<file path="src/design/bdte_pkg.sv">
// bdte_pkg: shared types, constants and helper functions for the bcd date converter
// no dependencies; imported by every bdte module and by the top level
`default_nettype none

package bdte_pkg;

  // unix time of 2000-01-01 00:00:00
  localparam logic [32:0] EPOCH_2000   = 33'd946684800;
  localparam logic [16:0] SECS_PER_DAY = 17'd86400;
  localparam logic [15:0] DAYS_PER_YR  = 16'd365;
  localparam logic [13:0] MIN_PER_HR   = 14'd60;
  localparam logic [19:0] SEC_PER_MIN  = 20'd60;
  localparam logic [7:0]  MONTH_FIRST  = 8'd1;
  localparam logic [7:0]  MONTH_LAST   = 8'd12;
  localparam logic [7:0]  MONTH_FEB    = 8'd2;
  localparam logic [7:0]  DAY_FIRST    = 8'd1;
  localparam logic [7:0]  DAY_LAST     = 8'd31;

  // decoded fields after stage 1
  typedef struct packed {
    logic [7:0] year;
    logic [7:0] month;
    logic [7:0] day;
    logic [7:0] hour;
    logic [7:0] minute;
    logic [7:0] second;
    logic       bad;
  } dec_t;

  // day count and time of day after stage 2
  typedef struct packed {
    logic [15:0] days;
    logic [13:0] hm;
    logic [7:0]  second;
    logic        bad;
  } cnt_t;

  // scaled parts after stage 3
  typedef struct packed {
    logic [32:0] day_secs;
    logic [32:0] tod_epoch;
    logic        bad;
  } scl_t;

  // per-stage advance enables from the top level
  typedef struct packed {
    logic s1;
    logic s2;
    logic s3;
    logic s4;
  } adv_t;

  // high nibble times ten plus low nibble, 0..165
  function automatic logic [7:0] bcd_decode(input logic [7:0] b);
    logic [7:0] hi;
    logic [7:0] lo;
    hi = {4'd0, b[7:4]};
    lo = {4'd0, b[3:0]};
    return (hi << 3) + (hi << 1) + lo;
  endfunction

  // cumulative days before each month, index is month minus one
  function automatic logic [8:0] days_before_month(input logic [3:0] idx);
    logic [8:0] r;
    unique case (idx)
      4'd0:    r = 9'd0;
      4'd1:    r = 9'd31;
      4'd2:    r = 9'd59;
      4'd3:    r = 9'd90;
      4'd4:    r = 9'd120;
      4'd5:    r = 9'd151;
      4'd6:    r = 9'd181;
      4'd7:    r = 9'd212;
      4'd8:    r = 9'd243;
      4'd9:    r = 9'd273;
      4'd10:   r = 9'd304;
      4'd11:   r = 9'd334;
      default: r = 9'd0;
    endcase
    return r;
  endfunction

endpackage

`default_nettype wire

</file>
<file path="src/design/bdte_decode.sv">
// bdte_decode: stage 1, bcd decode of all six bytes and range check of month and day
// depends on bdte_pkg
`default_nettype none

module bdte_decode
  import bdte_pkg::*;
(
  input  wire logic       clk_i,
  input  wire logic       rst_ni,
  input  wire logic       adv_i,
  input  wire logic       valid_i,
  input  wire logic [7:0] year_bcd_i,
  input  wire logic [7:0] month_bcd_i,
  input  wire logic [7:0] day_bcd_i,
  input  wire logic [7:0] hour_bcd_i,
  input  wire logic [7:0] minute_bcd_i,
  input  wire logic [7:0] second_bcd_i,
  output logic            valid_o,
  output dec_t            data_o
);

  logic valid_q;
  dec_t data_q;
  dec_t data_d;

  // decode and flag out-of-range month or day
  always_comb begin
    data_d.year   = bcd_decode(year_bcd_i);
    data_d.month  = bcd_decode(month_bcd_i);
    data_d.day    = bcd_decode(day_bcd_i);
    data_d.hour   = bcd_decode(hour_bcd_i);
    data_d.minute = bcd_decode(minute_bcd_i);
    data_d.second = bcd_decode(second_bcd_i);
    data_d.bad    = (data_d.month < MONTH_FIRST) || (data_d.month > MONTH_LAST) ||
                    (data_d.day < DAY_FIRST) || (data_d.day > DAY_LAST);
  end

  // stage valid
  always_ff @(posedge clk_i or negedge rst_ni) begin
    if (!rst_ni) begin
      valid_q <= 1'b0;
    end else if (adv_i) begin
      valid_q <= valid_i;
    end
  end

  // stage payload
  always_ff @(posedge clk_i) begin
    if (adv_i && valid_i) begin
      data_q <= data_d;
    end
  end

  assign valid_o = valid_q;
  assign data_o  = data_q;

endmodule

`default_nettype wire

</file>
<file path="src/design/bdte_count.sv">
// bdte_count: stage 2, days since 2000-01-01 and hour/minute fold
// depends on bdte_pkg
`default_nettype none

module bdte_count
  import bdte_pkg::*;
(
  input  wire logic clk_i,
  input  wire logic rst_ni,
  input  wire logic adv_i,
  input  wire logic valid_i,
  input  wire dec_t data_i,
  output logic      valid_o,
  output cnt_t      data_o
);

  logic        valid_q;
  cnt_t        data_q;
  cnt_t        data_d;
  logic [3:0]  month_idx;
  logic [8:0]  year_p3;
  logic        leap_add;
  logic [7:0]  month_m1;

  // day count: day + month table + leap day + 365*year + leap years before - 1
  always_comb begin
    month_m1  = data_i.month - MONTH_FIRST;
    month_idx = month_m1[3:0];
    year_p3   = {1'b0, data_i.year} + 9'd3;
    leap_add  = (data_i.month > MONTH_FEB) && (data_i.year[1:0] == 2'd0);
    data_d.days = 16'(data_i.day) + 16'(days_before_month(month_idx)) + 16'(leap_add)
                + 16'(data_i.year) * DAYS_PER_YR + 16'(year_p3[8:2]) - 16'd1;
    data_d.hm     = 14'(data_i.hour) * MIN_PER_HR + 14'(data_i.minute);
    data_d.second = data_i.second;
    data_d.bad    = data_i.bad;
  end

  // stage valid
  always_ff @(posedge clk_i or negedge rst_ni) begin
    if (!rst_ni) begin
      valid_q <= 1'b0;
    end else if (adv_i) begin
      valid_q <= valid_i;
    end
  end

  // stage payload
  always_ff @(posedge clk_i) begin
    if (adv_i && valid_i) begin
      data_q <= data_d;
    end
  end

  assign valid_o = valid_q;
  assign data_o  = data_q;

endmodule

`default_nettype wire

</file>
<file path="src/design/bdte_scale.sv">
// bdte_scale: stage 3, days to seconds and time of day plus epoch base
// depends on bdte_pkg
`default_nettype none

module bdte_scale
  import bdte_pkg::*;
(
  input  wire logic clk_i,
  input  wire logic rst_ni,
  input  wire logic adv_i,
  input  wire logic valid_i,
  input  wire cnt_t data_i,
  output logic      valid_o,
  output scl_t      data_o
);

  logic        valid_q;
  scl_t        data_q;
  scl_t        data_d;
  logic [19:0] tod;

  // one 16x17 product and the small time-of-day sum
  always_comb begin
    tod              = 20'(data_i.hm) * SEC_PER_MIN + 20'(data_i.second);
    data_d.day_secs  = 33'(data_i.days) * 33'(SECS_PER_DAY);
    data_d.tod_epoch = EPOCH_2000 + 33'(tod);
    data_d.bad       = data_i.bad;
  end

  // stage valid
  always_ff @(posedge clk_i or negedge rst_ni) begin
    if (!rst_ni) begin
      valid_q <= 1'b0;
    end else if (adv_i) begin
      valid_q <= valid_i;
    end
  end

  // stage payload
  always_ff @(posedge clk_i) begin
    if (adv_i && valid_i) begin
      data_q <= data_d;
    end
  end

  assign valid_o = valid_q;
  assign data_o  = data_q;

endmodule

`default_nettype wire

</file>
<file path="src/design/bdte_sum.sv">
// bdte_sum: stage 4, final add with zone offset; holds the output register
// depends on bdte_pkg
`default_nettype none

module bdte_sum
  import bdte_pkg::*;
(
  input  wire logic        clk_i,
  input  wire logic        rst_ni,
  input  wire logic        adv_i,
  input  wire logic        valid_i,
  input  wire scl_t        data_i,
  input  wire logic [17:0] zone_i,
  output logic             valid_o,
  output logic [32:0]      secs_o,
  output logic             bad_o
);

  logic        valid_q;
  logic [32:0] secs_q;
  logic [32:0] secs_d;
  logic        bad_q;
  logic [32:0] zone_ext;

  // sum wraps at 33 bits; flagged dates give zero
  always_comb begin
    zone_ext = {{15{zone_i[17]}}, zone_i};
    if (data_i.bad) begin
      secs_d = '0;
    end else begin
      secs_d = data_i.day_secs + data_i.tod_epoch + zone_ext;
    end
  end

  // output valid
  always_ff @(posedge clk_i or negedge rst_ni) begin
    if (!rst_ni) begin
      valid_q <= 1'b0;
    end else if (adv_i) begin
      valid_q <= valid_i;
    end
  end

  // output payload
  always_ff @(posedge clk_i) begin
    if (adv_i && valid_i) begin
      secs_q <= secs_d;
      bad_q  <= data_i.bad;
    end
  end

  assign valid_o = valid_q;
  assign secs_o  = secs_q;
  assign bad_o   = bad_q;

endmodule

`default_nettype wire

</file>
<file path="src/design/bcd_date_to_epoch_seconds_core.sv">
// bcd_date_to_epoch_seconds_core: top level of the bcd date to unix seconds converter
// depends on bdte_pkg, bdte_decode, bdte_count, bdte_scale, bdte_sum
//
//   channel  direction  handshake                 payload
//   in       request    in_valid_i / in_stall_o   six bcd bytes
//   out      result     out_valid_o / out_stall_i unix_seconds_o, bad_date_o
//   cfg      write      cfg_valid_i / cfg_ready_o cfg_data_i (zone offset, 18b signed)
//
// four register stages: decode, day count, scale, final sum (output register).
// a request passes the decode, day count, scale and sum registers in turn before its result shows on the output;
// one request is taken per cycle when the output is not stalled.
// each stage advances when it is empty or the stage after it advances, so bubbles
// close up under stall and in_stall_o rises only when all four stages are full.
// reset clears all stage valids and sets the zone offset to zero.
`default_nettype none

module bcd_date_to_epoch_seconds_core
  import bdte_pkg::*;
(
  input  wire logic        clk_i,
  input  wire logic        rst_ni,
  // request channel
  input  wire logic        in_valid_i,
  output logic             in_stall_o,
  input  wire logic [7:0]  year_bcd_i,
  input  wire logic [7:0]  month_bcd_i,
  input  wire logic [7:0]  day_bcd_i,
  input  wire logic [7:0]  hour_bcd_i,
  input  wire logic [7:0]  minute_bcd_i,
  input  wire logic [7:0]  second_bcd_i,
  // result channel
  output logic             out_valid_o,
  input  wire logic        out_stall_i,
  output logic [32:0]      unix_seconds_o,
  output logic             bad_date_o,
  // configuration write channel
  input  wire logic        cfg_valid_i,
  output logic             cfg_ready_o,
  input  wire logic [17:0] cfg_data_i
);

  logic        cfg_write;
  logic [17:0] zone_offset_q;
  adv_t        adv;
  logic        v1;
  logic        v2;
  logic        v3;
  dec_t        d1;
  cnt_t        d2;
  scl_t        d3;

  // zone offset register, always ready
  assign cfg_ready_o = 1'b1;
  assign cfg_write   = cfg_valid_i & cfg_ready_o;

  always_ff @(posedge clk_i or negedge rst_ni) begin
    if (!rst_ni) begin
      zone_offset_q <= '0;
    end else if (cfg_write) begin
      zone_offset_q <= cfg_data_i;
    end
  end

  // stage advance chain
  always_comb begin
    adv.s4 = !out_valid_o || !out_stall_i;
    adv.s3 = !v3 || adv.s4;
    adv.s2 = !v2 || adv.s3;
    adv.s1 = !v1 || adv.s2;
  end

  assign in_stall_o = !adv.s1;

  bdte_decode u_decode (
    .clk_i        (clk_i),
    .rst_ni       (rst_ni),
    .adv_i        (adv.s1),
    .valid_i      (in_valid_i),
    .year_bcd_i   (year_bcd_i),
    .month_bcd_i  (month_bcd_i),
    .day_bcd_i    (day_bcd_i),
    .hour_bcd_i   (hour_bcd_i),
    .minute_bcd_i (minute_bcd_i),
    .second_bcd_i (second_bcd_i),
    .valid_o      (v1),
    .data_o       (d1)
  );

  bdte_count u_count (
    .clk_i   (clk_i),
    .rst_ni  (rst_ni),
    .adv_i   (adv.s2),
    .valid_i (v1),
    .data_i  (d1),
    .valid_o (v2),
    .data_o  (d2)
  );

  bdte_scale u_scale (
    .clk_i   (clk_i),
    .rst_ni  (rst_ni),
    .adv_i   (adv.s3),
    .valid_i (v2),
    .data_i  (d2),
    .valid_o (v3),
    .data_o  (d3)
  );

  bdte_sum u_sum (
    .clk_i   (clk_i),
    .rst_ni  (rst_ni),
    .adv_i   (adv.s4),
    .valid_i (v3),
    .data_i  (d3),
    .zone_i  (zone_offset_q),
    .valid_o (out_valid_o),
    .secs_o  (unix_seconds_o),
    .bad_o   (bad_date_o)
  );

endmodule

`default_nettype wire
</file>
<file path="config.mk">
export PLATFORM = sky130hd
export DESIGN_NAME = bcd_date_to_epoch_seconds_core
export DESIGN_NICKNAME = d
export VERILOG_FILES = /design/src/design/bdte_pkg.sv /design/src/design/bdte_decode.sv /design/src/design/bdte_count.sv /design/src/design/bdte_scale.sv /design/src/design/bdte_sum.sv /design/src/design/bcd_date_to_epoch_seconds_core.sv
export SDC_FILE = /design/constraint.sdc
export NUM_CORES = 1
export LEC_CHECK = 0
export ABC_AREA = 0
export BUFFER_PORTS_ARGS = -buffer_cell sky130_fd_sc_hd__buf_2
export CORE_ASPECT_RATIO = 0.75
export CORE_MARGIN = 2
export CORE_UTILIZATION = 43
export DETAILED_ROUTE_END_ITERATION = 7
export GPL_TIMING_DRIVEN = 0
export PLACE_DENSITY = 0.72
export SETUP_SLACK_MARGIN = 0.5
export SYNTH_ARGS = -nofsm -noshare
export SYNTH_HDL_FRONTEND = slang
export SYNTH_SLANG_ARGS = --single-unit
export TNS_END_PERCENT = 5
</file>
<file path="constraint.sdc">
create_clock -name clk_i -period 7.3 [get_ports clk_i]
set_input_delay 0.73 -clock clk_i [delete_from_list [all_inputs] [get_ports clk_i]]
set_output_delay 0.73 -clock clk_i [all_outputs]
set_load 0.005 [all_outputs]
</file>
==> run metrics <==
delay-heaviest family, CP=adder cells; maxcap violations=0; Final Hold Vio Count=0; Root Buffer=clkbuf_16; syn nets=2149; leading area contributor after synthesis=edfxtp_1; Critical path origin=u_decode.data_o[33]; fin crit share=90.02%; layout cells sized above 1=11.88%; Post-synth top cells=ha_1 (292), inv_1 (280), edfxtp_1 (170); height of the chip=181.4 um; footprint of the multi-input gates=11360 um2; Placed Area=19340 um2; Worst Hold Slack=0.2739 ns; IO Pins=108; Clock Tree Buf Depth=2; worst slew pin tran=0.8624 ns; CP Launch Type=register; Yosys warnings=0; PortBufs=105; Yosys cell types=77; Area Overhead vs Synth=11.60%; Setup TNS Final=0 ns; crit end category=register; Reg area=5655 um2; Worst path max stage delay=0.52 ns; pin count of the biggest net entering global routing=42; Slew Limit Fails=0; Synth top area share=28.31%; DRC Markers=0; clk slew on worst S/H paths=0.07 ns; RePlAce Congestion=0.8859; initial antenna violation count=0; cell area after layout=20130 um2; ANT nets after route=0; fin crit period=6.572 ns; Mapped Cells=1645; register area share after synthesis=31.36%; nets=2284; largest cells by area after synthesis=edfxtp_1 (28%), ha_1 (20%), fa_1 (16%), inv_1 (5.8%), xnor2_1 (4.7%); Detailed Route Iter0 Violations=550; starting density of the core=43.90%; Worst Path Max Fanout=10; global-route wire length before repair=56.11 mm; Req. time, crit path=7.49 ns; Rel. slew slack=42.51%; placed cell count=2314; ys async rst share=11.46%; critical path class=register to register; Worst-Skew Late Latency=0.45 ns; most frequent cell after synthesis=ha_1; top_reg_cell synth=edfxtp_1; Syn Area/Cell=10.96 um2; Non-Filler Instances=2354; drt pass-1 iters=5; number of enable flip-flop cells after synthesis=170; status=completed; crit path DAT=6.76 ns; fmax=0.1522 GHz; Die Wd=240.5 um; GRT Overall Usage=15.80%; WL final=33.04 mm; final setup vio count=0; Row Count=64; vias in the first global route=11780; Core ar.=41080 um2; clk sinks=192; critical path's slowest cell=fa_1; Max Clock Skew=0.008332 ns; hpwl dp=27.67 mm; total CTS buffers=17; Layout fillers=3641; most frequent CP cell=inv_1; Vias/cell=4.950; r2r startpoint=u_decode.data_o[33]; Hold Crit Class=input pin to asynchronous set/reset pin; die area=43610 um2; Seq cells post-synth=192; Buf+Inv Stages, Crit Path=7; H-Tree Depth=4; # diodes=0; Cell Area, Synth=18030 um2; vias=11650; unrepaired setup endpoints after global routing=true; gr ovfl total=0; CTS tree=done; Avg WL per Cell=14.04 um
routing by layer:
layer	up-vias	part of all wire (%)	track usage (%)	wire length [um]
met3	25	3.8	2.445	1241
met2	217	44	25.10	14640
met1	5505	51	22.74	16820
li1	5905	-	-	-
met5	-	0	0	0
met4	0	1.1	3.503	348
through the flow:
stage	utilization [%]	setup slack (ns)
after global routing	48.99	0.4737
after global placement	46.89	0.1762
final	48.99	0.7282
after detailed placement	47.09	0.01568
after CTS	48.80	0.4793
after floorplan	-	0.8557
worst reg2reg max path, delay by kind of cell (launching register included):
kind                     cells  cell delay, ns
AND/OR/NAND/NOR              2            0.16
adder cells (fa/ha/maj)      8            2.93
AO/OA/AOI/OAI               12            1.98
buffers and inverters        7            0.61
flip-flops                   1            0.41
XOR/XNOR                     2            0.20
path summary, 6_finish.rpt:
| check | end | slack [ns] | cells past startpoint |
|---|---|---|---|
| max in group asynchronous | zone_offset_q[12] | 6.64 | 1 |
| setup / recovery | u_count.data_o[38] | 0.73 | 31 |
| hold reg to reg | u_count.data_o[7] | 0.42 | 0 |
| min in group clk_i | u_count.data_o[7] | 0.42 | 0 |
| setup reg to reg | u_count.data_o[38] | 0.73 | 31 |
| hold / removal | zone_offset_q[0] | 0.27 | 1 |
what timing repair did:
action | 4_1_cts | 5_1_grt
buffers inserted | 2 | 6
endpoints found under the setup margin | 6 | 5
resized for setup | 12 | 16
hold endpoints to repair | 0 | 0
pin swaps | 0 | 3
hold buffers | 0 | 0
sequential cells by signal, indices dropped and copies added, names as in the netlist, 18 cells and up:
signal	cells
u_decode.data_o	49
u_scale.data_o	48
u_count.data_o	39
u_sum.secs_o	33
zone_offset_q	18
logic make-up after synthesis:
logic type      synth area share (%)
simple gates                   7.423
xor+xnor                       7.222
buf+inv                        6.077
other cells                  0.02079
flops                          31.36
fa+ha+maj                      35.91
mux                            1.179
compound gates                 10.81
cell type report:
class	count	area share, %
clock inverter	13	1.038
tap	561	3.488
sequential	192	28.10
clock buffer	19	2.250
multi-input combinational	1162	56.45
buffer	10	0.2238
timing repair buffer	116	3.208
inverter	281	5.241
layout by cell type (no fill, tap or decap), types with 22 or more instances in the layout:
cell,n
ha_1,292
inv_1,278
edfxtp_1,170
fa_1,141
buf_2,105
xnor2_1,95
a21oi_1,92
nor2_1,80
nand2_1,56
a21o_1,53
o21ai_0,46
xor2_1,39
nand3_1,22
dfrtp_1,22
Power is not shown: default switching activity piles up to over one toggle a cycle in this logic, so the estimate is an artifact.
